<file path="config.mk">
export PLATFORM = sky130hd
export DESIGN_NAME = fifo_queue_with_delete_by_key
export DESIGN_NICKNAME = d
export VERILOG_FILES = /design/src/rtl/fqdk_pkg.sv /design/src/rtl/fqdk_dpath.sv /design/src/rtl/fqdk_ctrl.sv /design/src/rtl/fifo_queue_with_delete_by_key.sv
export SDC_FILE = /design/constraint.sdc
export NUM_CORES = 1
export LEC_CHECK = 0
export BUFFER_PORTS_ARGS = -buffer_cell sky130_fd_sc_hd__buf_2
export CORE_AREA = 2 2 246 248
export CTS_CLUSTER_SIZE = 10
export DETAILED_ROUTE_END_ITERATION = 12
export DIE_AREA = 0 0 248 250
export GPL_TIMING_DRIVEN = 0
export MAX_ROUTING_LAYER = met4
export PLACE_DENSITY = 0.78
export REMOVE_ABC_BUFFERS = 1
export SLEW_MARGIN = 20
export SYNTH_ARGS = -nofsm -noshare
export SYNTH_HDL_FRONTEND = slang
export SYNTH_SLANG_ARGS = --single-unit
export TNS_END_PERCENT = 10
</file>
<file path="constraint.sdc">
create_clock -name clk -period 10.87 [get_ports clk]
set_input_delay 3.261 -clock clk [delete_from_list [all_inputs] [get_ports clk]]
set_output_delay 3.261 -clock clk [all_outputs]
set_load 0.01 [all_outputs]
</file>
<file path="src/rtl/fqdk_pkg.sv">
// Package: widths, codes, record layout and controller/datapath interface types.
`default_nettype none
package fqdk_pkg;

  localparam int QUEUE_DEPTH_DEF = 16;

  localparam int PID_W  = 22;
  localparam int PRIO_W = 8;
  localparam int RT_W   = 16;
  localparam int KIND_W = 2;
  localparam int STAT_W = 2;
  localparam int REC_W  = PID_W + PRIO_W + RT_W;
  localparam int DATA_W = ((REC_W + 7) / 8) * 8;

  // command codes
  localparam logic [KIND_W-1:0] KIND_PUSH = 2'd0;
  localparam logic [KIND_W-1:0] KIND_POP  = 2'd1;
  localparam logic [KIND_W-1:0] KIND_DEL  = 2'd2;

  // result status codes
  localparam logic [STAT_W-1:0] ST_OK    = 2'd0;
  localparam logic [STAT_W-1:0] ST_EMPTY = 2'd1;
  localparam logic [STAT_W-1:0] ST_FULL  = 2'd2;

  // pid in the low bits, matching the word layout
  typedef struct packed {
    logic [RT_W-1:0]   runtime;
    logic [PRIO_W-1:0] prio;
    logic [PID_W-1:0]  pid;
  } rec_t;

  typedef enum logic [2:0] {
    S_IDLE,
    S_DECODE,
    S_POP,
    S_SCAN,
    S_SHIFT,
    S_EMIT
  } state_t;

  typedef enum logic [1:0] {
    RES_NONE_OK,
    RES_EMPTY,
    RES_FULL,
    RES_REC
  } res_sel_t;

  typedef enum logic {
    RD_HEAD,
    RD_NEXT
  } rd_sel_t;

  typedef struct packed {
    logic     ld_in;
    logic     rd_en;
    rd_sel_t  rd_sel;
    logic     wr_push;
    logic     wr_shift;
    logic     idx_clr;
    logic     idx_inc;
    logic     cnt_dec;
    logic     head_inc;
    logic     res_ld;
    res_sel_t res_sel;
    logic     out_ld;
  } cmd_t;

  typedef struct packed {
    logic [KIND_W-1:0] kind;
    logic              empty;
    logic              full;
    logic              match;
    logic              idx_last;
    logic              out_free;
  } sts_t;

endpackage
`default_nettype wire

</file>
<file path="src/rtl/fqdk_dpath.sv">
// Datapath: entry memory, head pointer, count, scan index, result and output registers.
`default_nettype none
module fqdk_dpath #(
  parameter int QUEUE_DEPTH = fqdk_pkg::QUEUE_DEPTH_DEF
) (
  input  wire                          clk,
  input  wire                          rst_n,
  input  fqdk_pkg::cmd_t               cmd,
  output fqdk_pkg::sts_t               sts,
  input  wire [fqdk_pkg::DATA_W-1:0]   in_tdata,
  input  wire [fqdk_pkg::KIND_W-1:0]   in_tuser,
  output logic                         out_tvalid,
  input  wire                          out_tready,
  output logic [fqdk_pkg::DATA_W-1:0]  out_tdata,
  output logic [fqdk_pkg::STAT_W-1:0]  out_tuser
);

  localparam int AW = $clog2(QUEUE_DEPTH);
  localparam int CW = $clog2(QUEUE_DEPTH + 1);

  fqdk_pkg::rec_t mem [QUEUE_DEPTH];

  logic [AW-1:0] head_r, head_nxt;
  logic [CW-1:0] cnt_r, cnt_nxt;
  logic [AW-1:0] idx_r;
  logic          out_valid_r, out_valid_nxt;

  logic [fqdk_pkg::KIND_W-1:0] kind_r;
  fqdk_pkg::rec_t              rec_in_r;
  fqdk_pkg::rec_t              rdata_r;
  fqdk_pkg::rec_t              res_rec_r, res_rec_nxt;
  logic [fqdk_pkg::STAT_W-1:0] res_st_r, res_st_nxt;
  fqdk_pkg::rec_t              out_rec_r;
  logic [fqdk_pkg::STAT_W-1:0] out_st_r;

  logic [AW-1:0] rd_addr, wr_addr, rd_off;
  logic [AW-1:0] idx_m1;

  // head + offset, modulo the depth (both operands below the depth)
  function automatic logic [AW-1:0] wrap_add(input logic [AW-1:0] a, input logic [AW-1:0] b);
    logic [AW:0] sum;
    sum = {1'b0, a} + {1'b0, b};
    if (sum >= (AW+1)'(QUEUE_DEPTH)) begin
      sum = sum - (AW+1)'(QUEUE_DEPTH);
    end
    return sum[AW-1:0];
  endfunction

  assign idx_m1  = idx_r - AW'(1);
  assign rd_off  = (cmd.rd_sel == fqdk_pkg::RD_NEXT) ? (idx_r + AW'(1)) : '0;
  assign rd_addr = wrap_add(head_r, rd_off);
  assign wr_addr = cmd.wr_shift ? wrap_add(head_r, idx_m1) : wrap_add(head_r, cnt_r[AW-1:0]);

  // entry memory: one write, one registered read per cycle
  always_ff @(posedge clk) begin
    if (cmd.wr_push) begin
      mem[wr_addr] <= rec_in_r;
    end else if (cmd.wr_shift) begin
      mem[wr_addr] <= rdata_r;
    end
    if (cmd.rd_en) begin
      rdata_r <= mem[rd_addr];
    end
  end

  always_comb begin
    head_nxt = head_r;
    cnt_nxt  = cnt_r;
    if (cmd.head_inc) begin
      head_nxt = wrap_add(head_r, AW'(1));
    end
    if (cmd.wr_push) begin
      cnt_nxt = cnt_r + CW'(1);
    end else if (cmd.cnt_dec) begin
      cnt_nxt = cnt_r - CW'(1);
    end
  end

  always_comb begin
    res_st_nxt  = fqdk_pkg::ST_OK;
    res_rec_nxt = '0;
    case (cmd.res_sel)
      fqdk_pkg::RES_EMPTY: res_st_nxt = fqdk_pkg::ST_EMPTY;
      fqdk_pkg::RES_FULL:  res_st_nxt = fqdk_pkg::ST_FULL;
      fqdk_pkg::RES_REC:   res_rec_nxt = rdata_r;
      default:             res_st_nxt = fqdk_pkg::ST_OK;
    endcase
  end

  assign out_valid_nxt = cmd.out_ld | (out_valid_r & ~out_tready);

  always_ff @(posedge clk) begin
    if (!rst_n) begin
      head_r      <= '0;
      cnt_r       <= '0;
      out_valid_r <= 1'b0;
    end else begin
      head_r      <= head_nxt;
      cnt_r       <= cnt_nxt;
      out_valid_r <= out_valid_nxt;
    end
  end

  always_ff @(posedge clk) begin
    if (cmd.ld_in) begin
      kind_r   <= in_tuser;
      rec_in_r <= in_tdata[fqdk_pkg::REC_W-1:0];
    end
    if (cmd.idx_clr) begin
      idx_r <= '0;
    end else if (cmd.idx_inc) begin
      idx_r <= idx_r + AW'(1);
    end
    if (cmd.res_ld) begin
      res_st_r  <= res_st_nxt;
      res_rec_r <= res_rec_nxt;
    end
    if (cmd.out_ld) begin
      out_st_r  <= res_st_r;
      out_rec_r <= res_rec_r;
    end
  end

  assign sts.kind     = kind_r;
  assign sts.empty    = (cnt_r == '0);
  assign sts.full     = (cnt_r == CW'(QUEUE_DEPTH));
  assign sts.match    = (rdata_r.pid == rec_in_r.pid);
  assign sts.idx_last = ((CW'(idx_r) + CW'(1)) == cnt_r);
  assign sts.out_free = ~out_valid_r | out_tready;

  assign out_tvalid = out_valid_r;
  assign out_tuser  = out_st_r;
  assign out_tdata  = {{(fqdk_pkg::DATA_W - fqdk_pkg::REC_W){1'b0}}, out_rec_r};

endmodule
`default_nettype wire

</file>
<file path="src/rtl/fqdk_ctrl.sv">
// Controller: command sequencing state machine.
`default_nettype none
module fqdk_ctrl (
  input  wire             clk,
  input  wire             rst_n,
  input  wire             in_tvalid,
  output logic            in_tready,
  input  fqdk_pkg::sts_t  sts,
  output fqdk_pkg::cmd_t  cmd
);

  fqdk_pkg::state_t state_r, state_nxt;

  always_ff @(posedge clk) begin
    if (!rst_n) begin
      state_r <= fqdk_pkg::S_IDLE;
    end else begin
      state_r <= state_nxt;
    end
  end

  always_comb begin
    state_nxt   = state_r;
    cmd         = '0;
    cmd.rd_sel  = fqdk_pkg::RD_HEAD;
    cmd.res_sel = fqdk_pkg::RES_NONE_OK;
    in_tready   = 1'b0;
    unique case (state_r)
      fqdk_pkg::S_IDLE: begin
        in_tready  = 1'b1;
        cmd.ld_in  = in_tvalid;
        if (in_tvalid) begin
          state_nxt = fqdk_pkg::S_DECODE;
        end
      end
      fqdk_pkg::S_DECODE: begin
        cmd.res_ld = 1'b1;
        state_nxt  = fqdk_pkg::S_EMIT;
        case (sts.kind)
          fqdk_pkg::KIND_PUSH: begin
            if (sts.full) begin
              cmd.res_sel = fqdk_pkg::RES_FULL;
            end else begin
              cmd.wr_push = 1'b1;
            end
          end
          fqdk_pkg::KIND_POP: begin
            if (sts.empty) begin
              cmd.res_sel = fqdk_pkg::RES_EMPTY;
            end else begin
              cmd.res_ld = 1'b0;
              cmd.rd_en  = 1'b1;
              state_nxt  = fqdk_pkg::S_POP;
            end
          end
          fqdk_pkg::KIND_DEL: begin
            if (sts.empty) begin
              cmd.res_sel = fqdk_pkg::RES_EMPTY;
            end else begin
              cmd.res_ld  = 1'b0;
              cmd.rd_en   = 1'b1;
              cmd.idx_clr = 1'b1;
              state_nxt   = fqdk_pkg::S_SCAN;
            end
          end
          default: cmd.res_sel = fqdk_pkg::RES_NONE_OK;
        endcase
      end
      fqdk_pkg::S_POP: begin
        cmd.res_ld   = 1'b1;
        cmd.res_sel  = fqdk_pkg::RES_REC;
        cmd.head_inc = 1'b1;
        cmd.cnt_dec  = 1'b1;
        state_nxt    = fqdk_pkg::S_EMIT;
      end
      fqdk_pkg::S_SCAN: begin
        // read data holds the entry at the scan index
        if (sts.match) begin
          cmd.res_ld  = 1'b1;
          cmd.res_sel = fqdk_pkg::RES_REC;
          if (sts.idx_last) begin
            cmd.cnt_dec = 1'b1;
            state_nxt   = fqdk_pkg::S_EMIT;
          end else begin
            cmd.rd_en   = 1'b1;
            cmd.rd_sel  = fqdk_pkg::RD_NEXT;
            cmd.idx_inc = 1'b1;
            state_nxt   = fqdk_pkg::S_SHIFT;
          end
        end else if (sts.idx_last) begin
          cmd.res_ld  = 1'b1;
          cmd.res_sel = fqdk_pkg::RES_EMPTY;
          state_nxt   = fqdk_pkg::S_EMIT;
        end else begin
          cmd.rd_en   = 1'b1;
          cmd.rd_sel  = fqdk_pkg::RD_NEXT;
          cmd.idx_inc = 1'b1;
        end
      end
      fqdk_pkg::S_SHIFT: begin
        // move entry at index down one slot
        cmd.wr_shift = 1'b1;
        if (sts.idx_last) begin
          cmd.cnt_dec = 1'b1;
          state_nxt   = fqdk_pkg::S_EMIT;
        end else begin
          cmd.rd_en   = 1'b1;
          cmd.rd_sel  = fqdk_pkg::RD_NEXT;
          cmd.idx_inc = 1'b1;
        end
      end
      fqdk_pkg::S_EMIT: begin
        if (sts.out_free) begin
          cmd.out_ld = 1'b1;
          state_nxt  = fqdk_pkg::S_IDLE;
        end
      end
      default: state_nxt = fqdk_pkg::S_IDLE;
    endcase
  end

endmodule
`default_nettype wire

</file>
<file path="src/rtl/fifo_queue_with_delete_by_key.sv">
// Top level: bounded record queue with push, pop and delete-by-pid.
//
// Usage: one command word enters on the in_ channel and exactly one result
// word leaves on the out_ channel. Commands are push (append a record),
// pop (remove the oldest record) and delete (remove the oldest record with
// the given pid, keeping the order of the rest). Records live in a circular
// buffer memory with a head pointer and an entry count.
// From accept to out_tvalid, push, refused push, empty pop, empty delete
// and the unused code go through the decode and emit states; pop adds
// the pop state; delete on a non-empty queue adds the scan state and the
// shift state for a hit before the tail, since the scan reads one entry a
// cycle through the single memory read port and the compaction after a hit
// moves one entry a cycle, so every stored entry is read exactly once.
// One command is worked at a time; the next word is accepted the cycle after
// the result is loaded into the output register, even while it waits there.
// Reset empties the queue and drops any pending result; memory contents are
// not cleared and need not be, since only written entries are ever read.
// If the receiver stalls, the result holds in the output register and the
// controller waits with the following result until the register frees up.
`default_nettype none
module fifo_queue_with_delete_by_key #(
  parameter int QUEUE_DEPTH = fqdk_pkg::QUEUE_DEPTH_DEF
) (
  input  wire                          clk,
  input  wire                          rst_n,
  input  wire                          in_tvalid,
  output logic                         in_tready,
  // pid_key [21:0], prio_in [29:22], runtime_in [45:30], zero [47:46]
  input  wire [fqdk_pkg::DATA_W-1:0]   in_tdata,
  // kind [1:0]
  input  wire [fqdk_pkg::KIND_W-1:0]   in_tuser,
  output logic                         out_tvalid,
  input  wire                          out_tready,
  // pid_out [21:0], prio_out [29:22], runtime_out [45:30], zero [47:46]
  output logic [fqdk_pkg::DATA_W-1:0]  out_tdata,
  // status [1:0]
  output logic [fqdk_pkg::STAT_W-1:0]  out_tuser
);

  fqdk_pkg::cmd_t cmd;
  fqdk_pkg::sts_t sts;

  fqdk_ctrl u_ctrl (
    .clk       (clk),
    .rst_n     (rst_n),
    .in_tvalid (in_tvalid),
    .in_tready (in_tready),
    .sts       (sts),
    .cmd       (cmd)
  );

  fqdk_dpath #(
    .QUEUE_DEPTH (QUEUE_DEPTH)
  ) u_dpath (
    .clk        (clk),
    .rst_n      (rst_n),
    .cmd        (cmd),
    .sts        (sts),
    .in_tdata   (in_tdata),
    .in_tuser   (in_tuser),
    .out_tvalid (out_tvalid),
    .out_tready (out_tready),
    .out_tdata  (out_tdata),
    .out_tuser  (out_tuser)
  );

endmodule
`default_nettype wire

</file>
# [Word-level counts from Yosys, hierarchy flattened]
# Memory sizes are Yosys's and may differ from the RTL's. A register that Yosys moved wholly into a read port is not among the register bits.
# Index checks and enable logic that the tools add are counted.
[word_totals] register_bits=161 mem_bits_rw=736 inputBits=54 out_inout_bits=52 elab_cells=116 memories=1
[op_classes] addsub=13 magnitude_cmp=4 n_eq_ne=15 muxes=53 n_bitwise=6 n_reduce_logical=7
[mem_list] name="u_dpath.mem" depth=16 word_bits=46 rd=1 rd_ports_with_merged_regs=1 write_ports=1 line_no="fqdk_dpath.sv:21" source="fqdk_pkg::rec_t mem [QUEUE_DEPTH];"
[op_table] op="$mux 46" n=1
[op_table] op="$mux 1" n=27
[op_table] op="$mux 3" n=8
[op_table] op="$mux 4" n=6
[op_table] op="$eq 22x22->1" n=1
[op_table] op="$ge 5x5->1 const B" n=4
[op_table] op="$sub 4x1->4 const B" n=5
[op_table] op="$pmux 3 s6" n=1
[op_table] op="$add 4x4->5" n=3
[op_table] op="$add 4x1->5 const B" n=2
[op_table] op="$mux 5" n=2
[op_table] op="$pmux 3 s3" n=1
[op_table] op="$pmux 2 s2" n=2
[op_table] op="$eq 2x2->1 const B" n=3
[op_table] op="$eq 3x2->1 const B" n=2
[op_table] op="$eq 3x3->1 const B" n=2
[op_table] op="$pmux 3 s2" n=1
[op_table] op="$add 5x1->5 const B" n=1
[op_table] op="$eq 5x5->1" n=1
[op_table] op="$eq 5x5->1 const B" n=1
[op_table] op="$logic_not 5->1" n=1
[op_table] op="$sub 5x1->5 const B" n=1
[op_table] op="$add 4x1->4 const B" n=1
[op_table] op="$eq 2x1->1 const B" n=2
[op_table] op="other kinds (13)" n=19

# [Longest topological paths before layout]
# Gate-level depths: netlist (run 1).
[depth] ltp_word=8 depth_mapped=15 depth_no_buf=13

# [Cells and area by module]
# Synthesis (run 1) repeated with hierarchy kept, for this count alone.
[unflattened] hier_cells=1725 hier_area_um2=36471.2
[by_module_without_submodules] module="fqdk_dpath" instances=1 cells_each=1660 area_each_um2=35978.3 seq_area_each_um2=28086.9
[by_module_without_submodules] module="fqdk_ctrl" instances=1 cells_each=65 area_each_um2=493.0 seq_area_each_um2=60.1

# [Least setup slack after synthesis (run 1)]
# Ideal clock, no wire load.
[synth_path] path_type="reg-to-reg" start="reg u_ctrl.state_r[2]" end="mem u_dpath.mem[10][0] (netlist name) (enable)" setup_ns=0.564 t_arrival_ns=6.977 required_time_ns=10.306 path_slack_ns=3.330 path_stages_with_launch=13 path_buffers=2 synth_period_minus_slack_ns=7.540 cell_sequence="dfxtp_1 -> nor3b_1 -> clkbuf_1 -> clkbuf_1 -> nor2_1 -> a21oi_1 -> ha_1 -> a21o_1 -> a21oi_1 -> xnor2_1 -> xnor2_1 -> nand2_1 -> nor4_1"
[synth_via] elab_chain_len=6 word_cells_on_any_way=11 cone_classes="eq/ne: 2; mux: 8; bitwise: 1"
[synth_rtl] item="from (decl)" line_no="fqdk_ctrl.sv:12" source="fqdk_pkg::state_t state_r, state_nxt;"
[synth_rtl] item="from (signal assigned)" line_no="fqdk_ctrl.sv:16" source="state_r <= fqdk_pkg::S_IDLE;"
[synth_rtl] item="from (signal assigned)" line_no="fqdk_ctrl.sv:18" source="state_r <= state_nxt;"
[synth_rtl] item="$eq 3x3->1" line_no="fqdk_ctrl.sv:28" source="unique case (state_r)"
[synth_rtl] item="$mux 1" line_no="fqdk_ctrl.sv:28"
[synth_rtl] item="$mux 1" line_no="fqdk_dpath.sv:58" source="end else if (cmd.wr_shift) begin"
[synth_rtl] item="$mux 1" line_no="fqdk_dpath.sv:56" source="if (cmd.wr_push) begin"
[synth_rtl] item="$mux 1 (not written as such)" line_no="fqdk_dpath.sv:59" source="mem[wr_addr] <= rdata_r;"
[synth_rtl] item="$or 1x1->1 (no line)"
[synth_rtl] item="to (decl)" line_no="fqdk_dpath.sv:21"
# Several ways; a longest one is shown, not always the timed one.

# [Worst setup path after layout (run 1)]
[layout_path] start="reg u_dpath.idx_r[0]" end="reg u_dpath.rdata_r[38] (netlist name)"
[layout_via] elab_chain_len=8 word_cells_on_any_way=11 cone_classes="add/sub: 4; order compare: 1; eq/ne: 1; mux: 5"
[layout_rtl] item="from (decl)" line_no="fqdk_dpath.sv:25" source="logic [AW-1:0] idx_r;"
[layout_rtl] item="from (signal assigned)" line_no="fqdk_dpath.sv:112" source="idx_r <= idx_r + AW'(1);"
[layout_rtl] item="$add 4x1->5" line_no="fqdk_dpath.sv:128" source="assign sts.idx_last = ((CW'(idx_r) + CW'(1)) == cnt_r);"
[layout_rtl] item="$eq 5x5->1" line_no="fqdk_dpath.sv:128"
[layout_rtl] item="$mux 2" line_no="fqdk_ctrl.sv:81, fqdk_ctrl.sv:90, fqdk_ctrl.sv:103"
[layout_rtl] item="$mux 1"
[layout_rtl] item="$mux 4" line_no="fqdk_dpath.sv:50" source="assign rd_off = (cmd.rd_sel == fqdk_pkg::RD_NEXT) ? (idx_r + AW'(1)) : '0;"
[layout_rtl] item="$add 4x4->5" line_no="fqdk_dpath.sv:42" source="sum = {1'b0, a} + {1'b0, b};"
[layout_rtl] item="$sub 4x1->4 or $ge 5x5->1 (tied branches)" line_no="fqdk_dpath.sv:44, fqdk_dpath.sv:43"
[layout_rtl] item="$mux 4" line_no="fqdk_dpath.sv:43" source="if (sum >= (AW+1)'(QUEUE_DEPTH)) begin"
# Several ways; a longest one is shown, not always the timed one.
# A chain may end at the register's enable or synchronous reset.

==> results.toml, run 1 <==
[outcome]
status = "finished clean"

[final_layout]
fin_util = 0.715
final_cell_mix = "926 x edfxtp_1, 184 x mux4_2, 144 x mux2i_1"
area_growth_pct = 16.8
fin_cells = 2729
final_nets = 2000
diodes = 0
layout_commonest_cell = "edfxtp_1"
final_area_um2 = 42600
drive_gt1_frac = 0.309

[floorplan]
core.rowCount = 90
pin_count = 106
dieArea_um2 = 62000
initial_core_util = 0.612
die_y_um = 250
die_w_um = 248
core-area_um2 = 59600

[synthesis]
async_flop_share = 0
synth_edf_count = 926
synth_area_um2 = 36400
synth_cell_types = 51
syn_inst = 1669
synth-seq-area-share = 0.772
yosysWarnings = 0
syn_avg_cell_area_um2 = 21.8
synth-main-ff-cell = "edfxtp_1"
synth_seq_cells = 943

[placed_design]
place_ws_ps = 5140
portBuffers = 101
place_hpwl_um = 50100
gp_congestion = 0.800
place_area_um2 = 39700
dpl.cell_count = 2602

[cts]
post_cts_resized = 0
insertion_delay_ps = 650
cts_tree = "done"
ctsHoldBuffers = 0
clkSinkCount = 943
htreeDepth = 3
root_buffer = "clkbuf_16"
clock_path_buffers = 3
clk_pin_slew_ps = 60
cts_buffers = 105
cts_setup_buffers = 0

[drt]
ant_nets = 0
routed_via_density = 6.60
drc_errors = 0
vias = 18000
firstDrtPassIters = 5
totalWireLength_um = 83700
wl_per_cell_um = 30.7
dr.first_iter.drc_count = 1993

[timing]
finalMaxSlewViolations = 0
setup_viol = 0
finalSetupTns_ps = 0
finalCritPeriodShare = 0.544
worst_slew_pin_slew_ps = 955
hold_violations = 0
rsz0062_at_grt = "no"
worst_slack_ps = 4950
clock.fmax_mhz = 169
min_period_ps = 5920
fin_skew_ps = 24.8
hold-worst-slack_ps = 415
slew_headroom = 0.360

[worst_setup_path]
max_stage_delay_ps = 1140
cp_slowest_cell = "fa_4"
crit_path_cell_trace = "inv_1 -> ha_1 -> xnor2_1 -> nand2_1 -> a211oi_1 -> nand2b_1 -> nor2_1 -> ha_4 -> fa_4 -> buf_16 -> buf_16 -> buf_12 -> mux4_2 -> mux2i_1 -> mux2i_1"
end_kind = "register"
cp.required_ps = 11240
critPathKind = "reg2reg"
start_kind = "register"
cp_num_buf_inv = 4
cp_top_family = "adder cells"
arrival_ps = 6290
worstPathMaxFanout = 46

[grt]
grt.total_usage = 0.285
grt_pass1_vias = 18700
grt_overflow_total = 0
antenna_found_initial = 1
grt_max_degree = 47
grt_pass1_wl_um = 123000

[power_and_ir_drop]
power_mw = 10.5
ir_drop_uv = 281
power_density_nw_per_um2 = 246
power_leakage_nw = 14.6

[hold_path]
worstHoldPathType = "reg2reg"

[run]
drv_cap = 0
[power breakdown]
part / internal [mW] / switching [mW] / total (mW) / leakage [nW]
Combinational: 1.02 / 1.41 / 2.43 / 4.69
Sequential: 4.80 / 0.182 / 4.98 / 8.53
Clock: 1.77 / 1.30 / 3.07 / 1.38
[synthesized netlist by cell type (4+ instances only)]
cell	count	area, um^2
dfxtp_1	17	340
nand4_1	9	56.3
inv_1	15	56.3
nand2_1	24	90.1
ha_1	16	200
mux2_2	46	518
buf_6	5	56.3
nand3_1	4	20.0
a21oi_1	10	50.1
buf_2	7	35.0
o21ai_0	6	30.0
mux2i_1	144	1440
and2_1	53	332
a21o_1	4	30.0
nor2_1	31	116
nor2b_1	5	31.3
mux4_2	184	4140
edfxtp_1	926	27800
or2_2	4	25.0
nor4_1	6	37.5
xnor2_1	38	333
xor2_1	8	70.1
buf_1	13	48.8
nand2b_1	6	37.5
clkbuf_1	47	176
nor3_1	4	20.0
[routing by layer]
layer,track usage,wire length (um),vias to the layer above,part of all wire
li1,-,-,7300,-
met1,0.389,32800,9559,0.39
met2,0.449,41800,982,0.50
met3,0.0453,6680,179,0.080
met4,0.0938,2480,0,0.030
met5,-,0,-,0
[registers in the layout, summed over array words and instances, names as in the netlist]
register	count
u_dpath.res_st_r	2
u_dpath.idx_r	4
u_dpath.out_tvalid	1
u_dpath.cnt_r	5
u_dpath.mem	736
u_dpath.rec_in_r	46
u_dpath.kind_r	2
u_dpath.head_r	4
u_dpath.rdata_r	46
u_dpath.out_tuser	2
u_dpath.out_tdata	46
u_dpath.res_rec_r	46
u_ctrl.state_r	3
[area by class of cell]
cell class / instances / area (um^2)
clock inverter: 8 / 109
inverter: 15 / 56.3
tap: 782 / 978
sequential: 943 / 28100
timing repair buffer: 226 / 2450
fill: 3197 / 17000
clock buffer: 119 / 2720
multi-input combinational: 636 / 8100
[final timing paths]
check	startpoint	to	slack, ps	cells past startpoint
hold reg to reg	u_dpath.res_rec_r[33]	u_dpath.out_tdata[33]	420	0
hold / removal	u_dpath.res_rec_r[33]	u_dpath.out_tdata[33]	420	0
setup reg to reg	u_dpath.idx_r[0]	u_dpath.rdata_r[38]	4950	15
setup / recovery	u_dpath.idx_r[0]	u_dpath.rdata_r[38]	4950	15
[cells by family (layout without fill, tap and decap cells)]
kind of cell    after synthesis  count (layout)  share of synthesized area
flops                       943             943                      0.772
simple gates                157             157                     0.0233
fa+ha+maj                    19              19                    0.00714
other cells                   1               2                   0.000103
mux                         374             374                      0.167
compound gates               37              37                    0.00741
xor+xnor                     47              47                     0.0115
buf+inv                      91             368                     0.0109
Note: power is estimated with default switching activity, not from simulation.
==> run 2: changes to the inputs <==
==> constraint.sdc (replaced) <==
create_clock -name clk -period 6 [get_ports clk]
set_input_delay 1.8 -clock clk [delete_from_list [all_inputs] [get_ports clk]]
set_output_delay 1.8 -clock clk [all_outputs]
set_load 0.01 [all_outputs]
==> run 2 against run 1 <==
Sequential cell count is the same. Worst hold slack is essentially flat. Clock-buffer cell count is the same. Register-to-register slack lost 4500 ps. Wire length is essentially flat. Largest power group unchanged.
==> results.toml, run 2 (synthesis gave the netlist of run 1 again) <==
[timing]
slew_headroom = 0.359
min_period_ps = 5580
setup_viol = 0
finalMaxSlewViolations = 0
worst_slack_ps = 419
hold_violations = 0
finalCritPeriodShare = 0.930
worst_slew_pin_slew_ps = 957
fin_skew_ps = 25.0
hold-worst-slack_ps = 415
rsz0062_at_grt = "no"
clock.fmax_mhz = 179

[grt]
grt.total_usage = 0.285
antenna_found_initial = 1
grt_max_degree = 47
grt_overflow_total = 0
grt_pass1_vias = 18700
grt_pass1_wl_um = 123000

[drt]
totalWireLength_um = 83600
routed_via_density = 6.60
firstDrtPassIters = 7
drc_errors = 0
dr.first_iter.drc_count = 2009
wl_per_cell_um = 30.6
vias = 18000
ant_nets = 0

[floorplan]
core.rowCount = 90
dieArea_um2 = 62000
pin_count = 106
core-area_um2 = 59600
die_w_um = 248
initial_core_util = 0.612
die_y_um = 250

[final_layout]
largest_reg_flops = 736
final.fill_count = 3196
diodes = 0
layout_commonest_cell = "edfxtp_1"
final_nets = 2000
top_register = "u_dpath.mem"
area_growth_pct = 16.8
drive_gt1_frac = 0.310
final_cell_mix = "926 x edfxtp_1, 184 x mux4_2, 144 x mux2i_1"

[worst_setup_path]
worstPathMaxFanout = 46
r2r_cells = 15
cp_num_buf_inv = 4
cp.required_ps = 6370
critPathKind = "reg2reg"
start_kind = "register"
cp_top_family = "adder cells"
crit_path_cell_trace = "inv_1 -> ha_1 -> xnor2_1 -> nand2_1 -> a211oi_2 -> nand2b_1 -> nor2_1 -> ha_4 -> fa_4 -> buf_16 -> buf_16 -> buf_12 -> mux4_2 -> mux2i_1 -> mux2i_1"
end_kind = "register"
max_stage_delay_ps = 1140
cp_slowest_cell = "fa_4"
worstReg2RegStart = "u_dpath.idx_r[0]"
arrival_ps = 5950
rr_endpoint = "u_dpath.rdata_r[38]"
reg2reg_slack_ps = 420

[hold_path]
worstHoldPathType = "reg2reg"
worstHoldStart = "u_dpath.res_rec_r[1]"
worstHoldPathCells = 0
whs_endpoint = "u_dpath.out_tdata[1]"

[cts]
ctsHoldBuffers = 0
htreeDepth = 3
clock_path_buffers = 3
insertion_delay_ps = 650
clk_pin_slew_ps = 60
cts_buffers = 105
cts_setup_buffers = 0
clkSinkCount = 943
root_buffer = "clkbuf_16"
cts_tree = "done"

[outcome]
status = "finished clean"

[power_and_ir_drop]
power_mw = 19.0
power_leakage_nw = 14.6
ir_drop_uv = 509
power_density_nw_per_um2 = 446

[placed_design]
place_ws_ps = 269
portBuffers = 101
place_hpwl_um = 50100
gp_congestion = 0.800

[run]
drv_cap = 0
run 2: layout make-up:
type / count / area (um^2) / share of cell area
flip-flops and latches: 943 / 28100 / 0.661
inverters: 15 / 56.3 / 0.00132
multi-input cells: 636 / 8100 / 0.190
well taps: 782 / 978 / 0.0230
clock inverters: 8 / 109 / 0.00256
repair buffers: 226 / 2450 / 0.0576
clock buffers: 119 / 2720 / 0.0640
run 2: stage by stage:
stage,utilization,area [um^2],std cells,TNS [ps]
floorplan,-,36100,1594,-2777990
global placement,0.631,37600,2477,-
detailed placement,0.667,39700,2602,0
CTS,0.715,42600,2729,0
global route,0.715,42600,2729,0
finish,0.715,42600,2729,0
run 2: worst max-delay path by stage:
stage                     cells after the start               from             endpoint
after floorplan                               8  u_ctrl.state_r[2]   u_dpath.rdata_r[0]
after global placement                        8  u_ctrl.state_r[2]   u_dpath.rdata_r[1]
after detailed placement                     15   u_dpath.idx_r[0]  u_dpath.rdata_r[39]
final                                        15   u_dpath.idx_r[0]  u_dpath.rdata_r[38]
after global routing                         15   u_dpath.idx_r[0]  u_dpath.rdata_r[38]
after CTS                                    15   u_dpath.idx_r[0]  u_dpath.rdata_r[38]
run 2: timing repair:
action | CTS | global route
hold endpoints to repair | 0 | 0
resized for setup | 0 | 1
endpoints found under the setup margin | 0 | 12
run 2: report_power, final:
part	internal, mW	total [mW]	switching, mW	leakage (nW)
registers	8.69	9.02	0.328	8.53
logic	1.85	4.40	2.55	4.69
clock network	3.20	5.57	2.36	1.38
total	13.7	19.0	5.24	14.6
run 2: metal layers:
| metal | GRT usage | part of all wire | up-vias |
|---|---|---|---|
| met2 | 0.449 | 0.50 | 978 |
| met4 | 0.0938 | 0.029 | 0 |
| met5 | - | 0 | - |
| met1 | 0.389 | 0.39 | 9571 |
| li1 | - | - | 7301 |
| met3 | 0.0453 | 0.079 | 175 |
